<file path="src/sv/ptbls_pkg.sv">
// Package for the best-parent link table.
// Holds field widths, status codes and the stored entry type; no dependencies.
package ptbls_pkg;

    localparam int ADDR_W = 16;
    localparam int MET_W  = 16;
    localparam int STAT_W = 2;

    localparam logic [STAT_W-1:0] ST_UPDATED  = 2'd0;
    localparam logic [STAT_W-1:0] ST_INSERTED = 2'd1;
    localparam logic [STAT_W-1:0] ST_FULL     = 2'd2;
    localparam logic [STAT_W-1:0] ST_SELECTED = 2'd3;

    localparam logic [MET_W-1:0] NO_ROUTE_METRIC = 16'd1;

    typedef struct packed {
        logic [ADDR_W-1:0] addr;
        logic [MET_W-1:0]  metric;
    } entry_t;

    localparam int ENTRY_W = ADDR_W + MET_W;

endpackage

</file>
<file path="src/sv/ptbls_ram.sv">
// Generic single-port-write, single-port-read RAM with registered read data.
// No dependencies.
module ptbls_ram #(
    parameter int WIDTH = 32,
    parameter int DEPTH = 16
) (
    input  logic                                      clk,
    input  logic                                      we,
    input  logic [((DEPTH > 1) ? $clog2(DEPTH) : 1)-1:0] waddr,
    input  logic [WIDTH-1:0]                          wdata,
    input  logic                                      re,
    input  logic [((DEPTH > 1) ? $clog2(DEPTH) : 1)-1:0] raddr,
    output logic [WIDTH-1:0]                          rdata
);

    logic [WIDTH-1:0] mem [DEPTH];
    logic [WIDTH-1:0] rdata_reg;

    always_ff @(posedge clk)
    begin
        if (we)
        begin
            mem[waddr] <= wdata;
        end
        if (re)
        begin
            rdata_reg <= mem[raddr];
        end
    end

    assign rdata = rdata_reg;

endmodule

</file>
<file path="src/sv/parent_table_best_link_select.sv">
// Best-parent link table: beacon insert/update and best-metric select.
// Depends on ptbls_pkg and ptbls_ram.
//
//   channel  | handshake        | payload
//   ---------+------------------+-----------------------------------
//   command  | start / busy     | mode, node_addr, link_metric
//   result   | done (strobe)    | status, best_addr, best_metric
//
// An item walks the table RAM between the transfer and the done strobe, one
// entry read per cycle; a beacon that matches ends at that entry.
// busy is high from the transfer until done; start is ignored meanwhile.
// Reset clears the entry count and control; RAM contents need no clearing.
// done is high for one cycle and the receiver cannot stall it.
module parent_table_best_link_select
    import ptbls_pkg::*;
#(
    parameter int TABLE_DEPTH = 16
) (
    input  logic              clk,
    input  logic              rst_n,
    input  logic              start,
    output logic              busy,
    input  logic              mode,
    input  logic [ADDR_W-1:0] node_addr,
    input  logic [MET_W-1:0]  link_metric,
    output logic              done,
    output logic [STAT_W-1:0] status,
    output logic [ADDR_W-1:0] best_addr,
    output logic [MET_W-1:0]  best_metric
);

    localparam int IDX_W = (TABLE_DEPTH > 1) ? $clog2(TABLE_DEPTH) : 1;
    localparam int CNT_W = $clog2(TABLE_DEPTH + 1);
    localparam logic [CNT_W-1:0] CNT_FULL = CNT_W'(TABLE_DEPTH);

    localparam logic S_IDLE = 1'b0;
    localparam logic S_SCAN = 1'b1;

    logic              state_reg, state_next;
    logic [CNT_W-1:0]  count_reg, count_next;
    logic [CNT_W-1:0]  idx_reg, idx_next;
    logic [IDX_W-1:0]  rd_idx_reg, rd_idx_next;
    logic              rv_reg, rv_next;
    logic              mode_reg, mode_next;
    logic [ADDR_W-1:0] addr_reg, addr_next;
    logic [MET_W-1:0]  met_reg, met_next;
    logic              found_reg, found_next;
    logic [ADDR_W-1:0] baddr_reg, baddr_next;
    logic [MET_W-1:0]  bmet_reg, bmet_next;
    logic              done_reg, done_next;
    logic [STAT_W-1:0] status_reg, status_next;
    logic [ADDR_W-1:0] oaddr_reg, oaddr_next;
    logic [MET_W-1:0]  omet_reg, omet_next;

    logic              ram_we;
    logic [IDX_W-1:0]  ram_waddr;
    entry_t            ram_wdata;
    logic              ram_re;
    logic [ENTRY_W-1:0] ram_rdata;
    entry_t            rd_entry;

    ptbls_ram #(
        .WIDTH (ENTRY_W),
        .DEPTH (TABLE_DEPTH)
    ) u_table (
        .clk   (clk),
        .we    (ram_we),
        .waddr (ram_waddr),
        .wdata (ram_wdata),
        .re    (ram_re),
        .raddr (idx_reg[IDX_W-1:0]),
        .rdata (ram_rdata)
    );

    assign rd_entry = entry_t'(ram_rdata);

    always_comb
    begin
        state_next  = state_reg;
        count_next  = count_reg;
        idx_next    = idx_reg;
        rd_idx_next = rd_idx_reg;
        rv_next     = 1'b0;
        mode_next   = mode_reg;
        addr_next   = addr_reg;
        met_next    = met_reg;
        found_next  = found_reg;
        baddr_next  = baddr_reg;
        bmet_next   = bmet_reg;
        done_next   = 1'b0;
        status_next = status_reg;
        oaddr_next  = oaddr_reg;
        omet_next   = omet_reg;
        ram_we      = 1'b0;
        ram_waddr   = rd_idx_reg;
        ram_wdata   = '{addr: addr_reg, metric: met_reg};
        ram_re      = 1'b0;

        case (state_reg)
            S_IDLE:
            begin
                if (start)
                begin
                    mode_next  = mode;
                    addr_next  = node_addr;
                    met_next   = link_metric;
                    idx_next   = '0;
                    found_next = 1'b0;
                    state_next = S_SCAN;
                end
            end
            S_SCAN:
            begin
                if (idx_reg < count_reg)
                begin
                    ram_re      = 1'b1;
                    rd_idx_next = idx_reg[IDX_W-1:0];
                    idx_next    = idx_reg + CNT_W'(1);
                    rv_next     = 1'b1;
                end

                if (rv_reg && !mode_reg)
                begin
                    if (rd_entry.addr == addr_reg)
                    begin
                        ram_we      = 1'b1;
                        ram_waddr   = rd_idx_reg;
                        rv_next     = 1'b0;
                        done_next   = 1'b1;
                        status_next = ST_UPDATED;
                        oaddr_next  = '0;
                        omet_next   = '0;
                        state_next  = S_IDLE;
                    end
                end
                else if (rv_reg)
                begin
                    if (rd_entry.metric != NO_ROUTE_METRIC &&
                        (!found_reg || rd_entry.metric >= bmet_reg))
                    begin
                        found_next = 1'b1;
                        bmet_next  = rd_entry.metric;
                        baddr_next = rd_entry.addr;
                    end
                end
                else if (idx_reg == count_reg)
                begin
                    done_next  = 1'b1;
                    state_next = S_IDLE;
                    if (mode_reg)
                    begin
                        status_next = ST_SELECTED;
                        oaddr_next  = found_reg ? baddr_reg : '0;
                        omet_next   = found_reg ? bmet_reg : NO_ROUTE_METRIC;
                    end
                    else
                    begin
                        oaddr_next = '0;
                        omet_next  = '0;
                        if (count_reg >= CNT_FULL)
                        begin
                            status_next = ST_FULL;
                        end
                        else
                        begin
                            ram_we      = 1'b1;
                            ram_waddr   = count_reg[IDX_W-1:0];
                            count_next  = count_reg + CNT_W'(1);
                            status_next = ST_INSERTED;
                        end
                    end
                end
            end
            default:
            begin
                state_next = S_IDLE;
            end
        endcase
    end

    always_ff @(posedge clk or negedge rst_n)
    begin
        if (!rst_n)
        begin
            state_reg <= S_IDLE;
            count_reg <= '0;
            rv_reg    <= 1'b0;
            done_reg  <= 1'b0;
        end
        else
        begin
            state_reg <= state_next;
            count_reg <= count_next;
            rv_reg    <= rv_next;
            done_reg  <= done_next;
        end
    end

    always_ff @(posedge clk)
    begin
        idx_reg    <= idx_next;
        rd_idx_reg <= rd_idx_next;
        mode_reg   <= mode_next;
        addr_reg   <= addr_next;
        met_reg    <= met_next;
        found_reg  <= found_next;
        baddr_reg  <= baddr_next;
        bmet_reg   <= bmet_next;
        status_reg <= status_next;
        oaddr_reg  <= oaddr_next;
        omet_reg   <= omet_next;
    end

    assign busy        = state_reg;
    assign done        = done_reg;
    assign status      = status_reg;
    assign best_addr   = oaddr_reg;
    assign best_metric = omet_reg;

endmodule
</file>
<file path="config.mk">
export PLATFORM = sky130hd
export DESIGN_NAME = parent_table_best_link_select
export DESIGN_NICKNAME = d
export VERILOG_FILES = /design/src/sv/ptbls_pkg.sv /design/src/sv/ptbls_ram.sv /design/src/sv/parent_table_best_link_select.sv
export SDC_FILE = /design/constraint.sdc
export NUM_CORES = 1
export LEC_CHECK = 0
export BUFFER_PORTS_ARGS = -buffer_cell sky130_fd_sc_hd__buf_2
export CAP_MARGIN = 20
export CORE_MARGIN = 2
export CORE_UTILIZATION = 55
export CTS_CLUSTER_SIZE = 10
export DETAILED_ROUTE_END_ITERATION = 10
export PLACE_DENSITY = 0.72
export SLEW_MARGIN = 0
export SYNTH_ARGS = -nofsm -noshare
export SYNTH_HDL_FRONTEND = slang
export SYNTH_SLANG_ARGS = --single-unit
</file>
<file path="constraint.sdc">
create_clock -name clk -period 7.4 [get_ports clk]
set_clock_uncertainty 0.1 [all_clocks]
set_input_delay 1.48 -clock clk [delete_from_list [all_inputs] [get_ports clk]]
set_output_delay 1.48 -clock clk [all_outputs]
set_load 0.1 [all_outputs]
</file>
==> flow_summary.toml <==
[cells_and_area]
largest_reg_flops = 512
layout_commonest_cell = "edfxtp_1"
layout_common_cells = "edfxtp_1 (653), mux4_2 (128), clkbuf_16 (79)"
nets = 1380
area_growth_pct = 12.65
final_layout_size_suffix_gt1_share_pct = 25.68
finalNonFillerCells = 1932
antenna_cells = 0

[critical_path]
cpMostUsedCell = "buf_4"
cp_cell_sequence = "buf_4 > ha_1 > and4b_2 > nand4b_2 > nor3b_1 > o21ai_1 > nor3_2 > buf_4"
slowest_stage = "nor3_2"
cp-startpoint = "idx_reg[2]$_SDFFCE_PN0P_"
critPathCaptureType = "flop"
r2r_cells = 8
r2r-start = "idx_reg[2]$_SDFFCE_PN0P_"
crit_fanout = 46
worstPathRequired_ns = 7.54
worstSetupPathType = "reg2reg"
worst-path-buf-inv = 2
arrival_ns = 4.42
startpoint_type = "flop"
cp.depth = 8
slowest_delay_ns = 0.88
critPathTopFamily = "simple AND/OR/NAND/NOR gates"

[timing]
worst_slew_pin_slew_ns = 1.082
drv_slew = 0
finalCriticalPeriod_ns = 4.280
rsz0062_at_grt = "false"
tns_ns = 0
hold_viol = 0
fmax_mhz = 233.7
finalSetupViolCount = 0
fin_crit_sh_pct = 57.83
slew_headroom_pct = 27.50

[yosys]
synth_xor_area_share_pct = 0.7920
syn_inst = 1197
synth_compound_area_share_pct = 2.406
synthSimpleGateAreaFrac_pct = 3.601
syn_nets = 1257
async_flop_share_pct = 1.210
ys.flop_type = "edfxtp_1"
synth-edff-count = 653
synth_seq_area_share_pct = 77.89
ys_warn_count = 0
synth.avg_cell_area_um2 = 21.25
synthMuxAreaShare_pct = 12.63
synth_top_family_by_area = "multiplexers"
netlist_area_um2 = 25430
synth_adder_area_share_pct = 1.181
synth-seq-cells = 661
synth_cell_types = 52

[clock_tree]
cts_tree = "yes"
clk_pin_slew_ns = 0.06
cts_buffer_depth = 3
numCtsBuffers = 76
ctsHoldBuffers = 0
post-cts-setup-buffers = 0
cts-root-buf = "clkbuf_16"
clkLatencyLatePin_ns = 0.60
h-tree-depth = 3
cts.sinks = 661
cts_resized = 0

[detailed_routing]
vias = 11936
drt-total-wl_um = 50080
drtIter0Drc = 1142
wl_per_cell_um = 25.92
drc = 0
ant_nets = 0
dr.pass1.iters = 5
routed_via_density = 6.178

[placement]
place_hpwl_um = 27210
place_congestion = 0.8172
place_inst = 1841
port_buffers = 71

[global_routing]
grt_use_total_pct = 21.66
grt-ovfl-total = 0
grt_pass1_vias = 12147
grt_pass1_wl_um = 75220
grt_max_degree = 95
antenna_found_initial = 2

[power]
total_power_mw = 10.55
power.leakage_nw = 9.375
ir_worst_vdd_mv = 0.3545
pwr-share-comb_pct = 23.8
clock_power_share_pct = 30.4
power_per_cell_area_nw_per_um2 = 368.2
intPower_mw = 7.510
switching_share_pct = 28.82
power.switching_mw = 3.040
seqPwrFrac_pct = 45.8

[die]
die-area_um2 = 47980
core_area_um2 = 45480
core.rowCount = 78
io_pins = 72
die_width_um = 219.0
start_util_pct = 55.92
dieHeight_um = 219.0

[flow_run]
maxCapViolations = 0

[min_path]
holdPathStages = 0
holdCritPathClass = "reg2reg"
min_from = "u_table.rdata[23]$_DFFE_PP_"

[outcome]
status = "completed"
-- cells in the mapped netlist (2+ instances only) --
library cell  instances  area [µm²]
nand2_1               8       30.03
buf_4                11       82.58
nand2b_1              4       25.02
edfxtp_1            653       19610
a21o_1                3       22.52
a211oi_1             33       247.7
nor2_1                8       30.03
and3b_1               3       26.28
buf_2                11       55.05
buf_1                 2       7.510
a31oi_1               3       18.77
nand4_1               7       43.79
xor2_1                6       52.55
and2b_2               2       17.52
nor2b_1              35       219.0
nor3_1               19       95.09
inv_1                26       97.59
nor4b_1               3       26.28
xnor2_1              17       148.9
a21oi_1              40       200.2
and2_1                5       31.28
nand3_1               2       10.01
mux4_2              128        2883
ha_1                 24       300.3
mux2i_1              33       330.3
and3_1               31       193.9
nor3b_1               3       22.52
dfrtp_1               8       200.2
o21ai_0               9       45.04
clkbuf_1             33       123.9
nor4_1                6       37.54
-- cells by family (layout without fill, tap and decap cells) --
kind of cell,count (synthesis),in the layout
flip-flops,661,661
multiplexers,161,161
AND/OR/NAND/NOR,145,145
AO/OA/AOI/OAI,98,98
buffers and inverters,85,220
adder cells (fa/ha/maj),24,24
XOR/XNOR,23,23
-- per-layer routing --
layer  vias up  share of wire, %  GRT usage, %  routed length, µm
met4         2               2.3         7.230               1168
li1       5137                 -             -                  -
met1      6211                42         30.90              20850
met2       507                48         34.09              24110
met5         -             0.036             0                 18
met3        79               7.8         4.297               3927
-- through the flow --
| stage | setup WS, ns | util [%] | area [µm²] | hold slack [ns] |
|---|---|---|---|---|
| 4_1_cts | 3.076 | 62.97 | 28640 | 0.3734 |
| 6_report | 3.120 | 63.00 | 28650 | 0.3713 |
| 3_5_place_dp | 3.096 | 58.52 | 26610 | 0.3594 |
| 3_3_place_gp | 3.298 | 58.47 | 26590 | 0.3581 |
| 5_1_grt | 2.912 | 63.00 | 28650 | 0.3850 |
| 2_1_floorplan | 1.490 | - | 25430 | 0.3413 |
-- power groups by stage --
| stage | clock [mW] | sequential, mW | combinational, mW |
|---|---|---|---|
| after global placement | 0 | 4.89 | 2.49 |
| after floorplan | 0 | 4.94 | 1.81 |
| after detailed placement | 0 | 4.91 | 2.54 |
| after CTS | 3.26 | 4.83 | 2.55 |
| final | 3.20 | 4.84 | 2.51 |
| after global routing | 3.40 | 4.87 | 2.71 |
-- area by class of cell --
| cell class | instances | area (µm²) |
|---|---|---|
| inverter | 27 | 101.3 |
| clock buffer | 88 | 2011 |
| multi-input combinational | 451 | 5339 |
| sequential | 661 | 19810 |
| timing repair buffer | 103 | 624.3 |
| fill | 3104 | 16830 |
| tap | 600 | 750.7 |
| clock inverter | 2 | 16.27 |
-- worst reg2reg max path: stages (launching register included) --
cell	delay, ns
edfxtp_1	0.32
buf_4	0.64
ha_1	0.25
and4b_2	0.26
nand4b_2	0.30
nor3b_1	0.39
o21ai_1	0.22
nor3_2	0.88
buf_4	0.54
-- worst paths after layout --
path                            slack [ns]                       endpoint
min in group asynchronous             0.61       count_reg[3]$_DFFE_PN0P_
worst max-delay path                  3.12  u_table.mem[13][12]$_DFFE_PP_
worst min register to register        0.37         baddr_reg[7]$_DFFE_PP_
max in group asynchronous             6.41       count_reg[2]$_DFFE_PN0P_
worst max register to register        3.12  u_table.mem[13][12]$_DFFE_PP_
worst min-delay path                  0.37         baddr_reg[7]$_DFFE_PP_
Power figures use the tool's default switching activity.
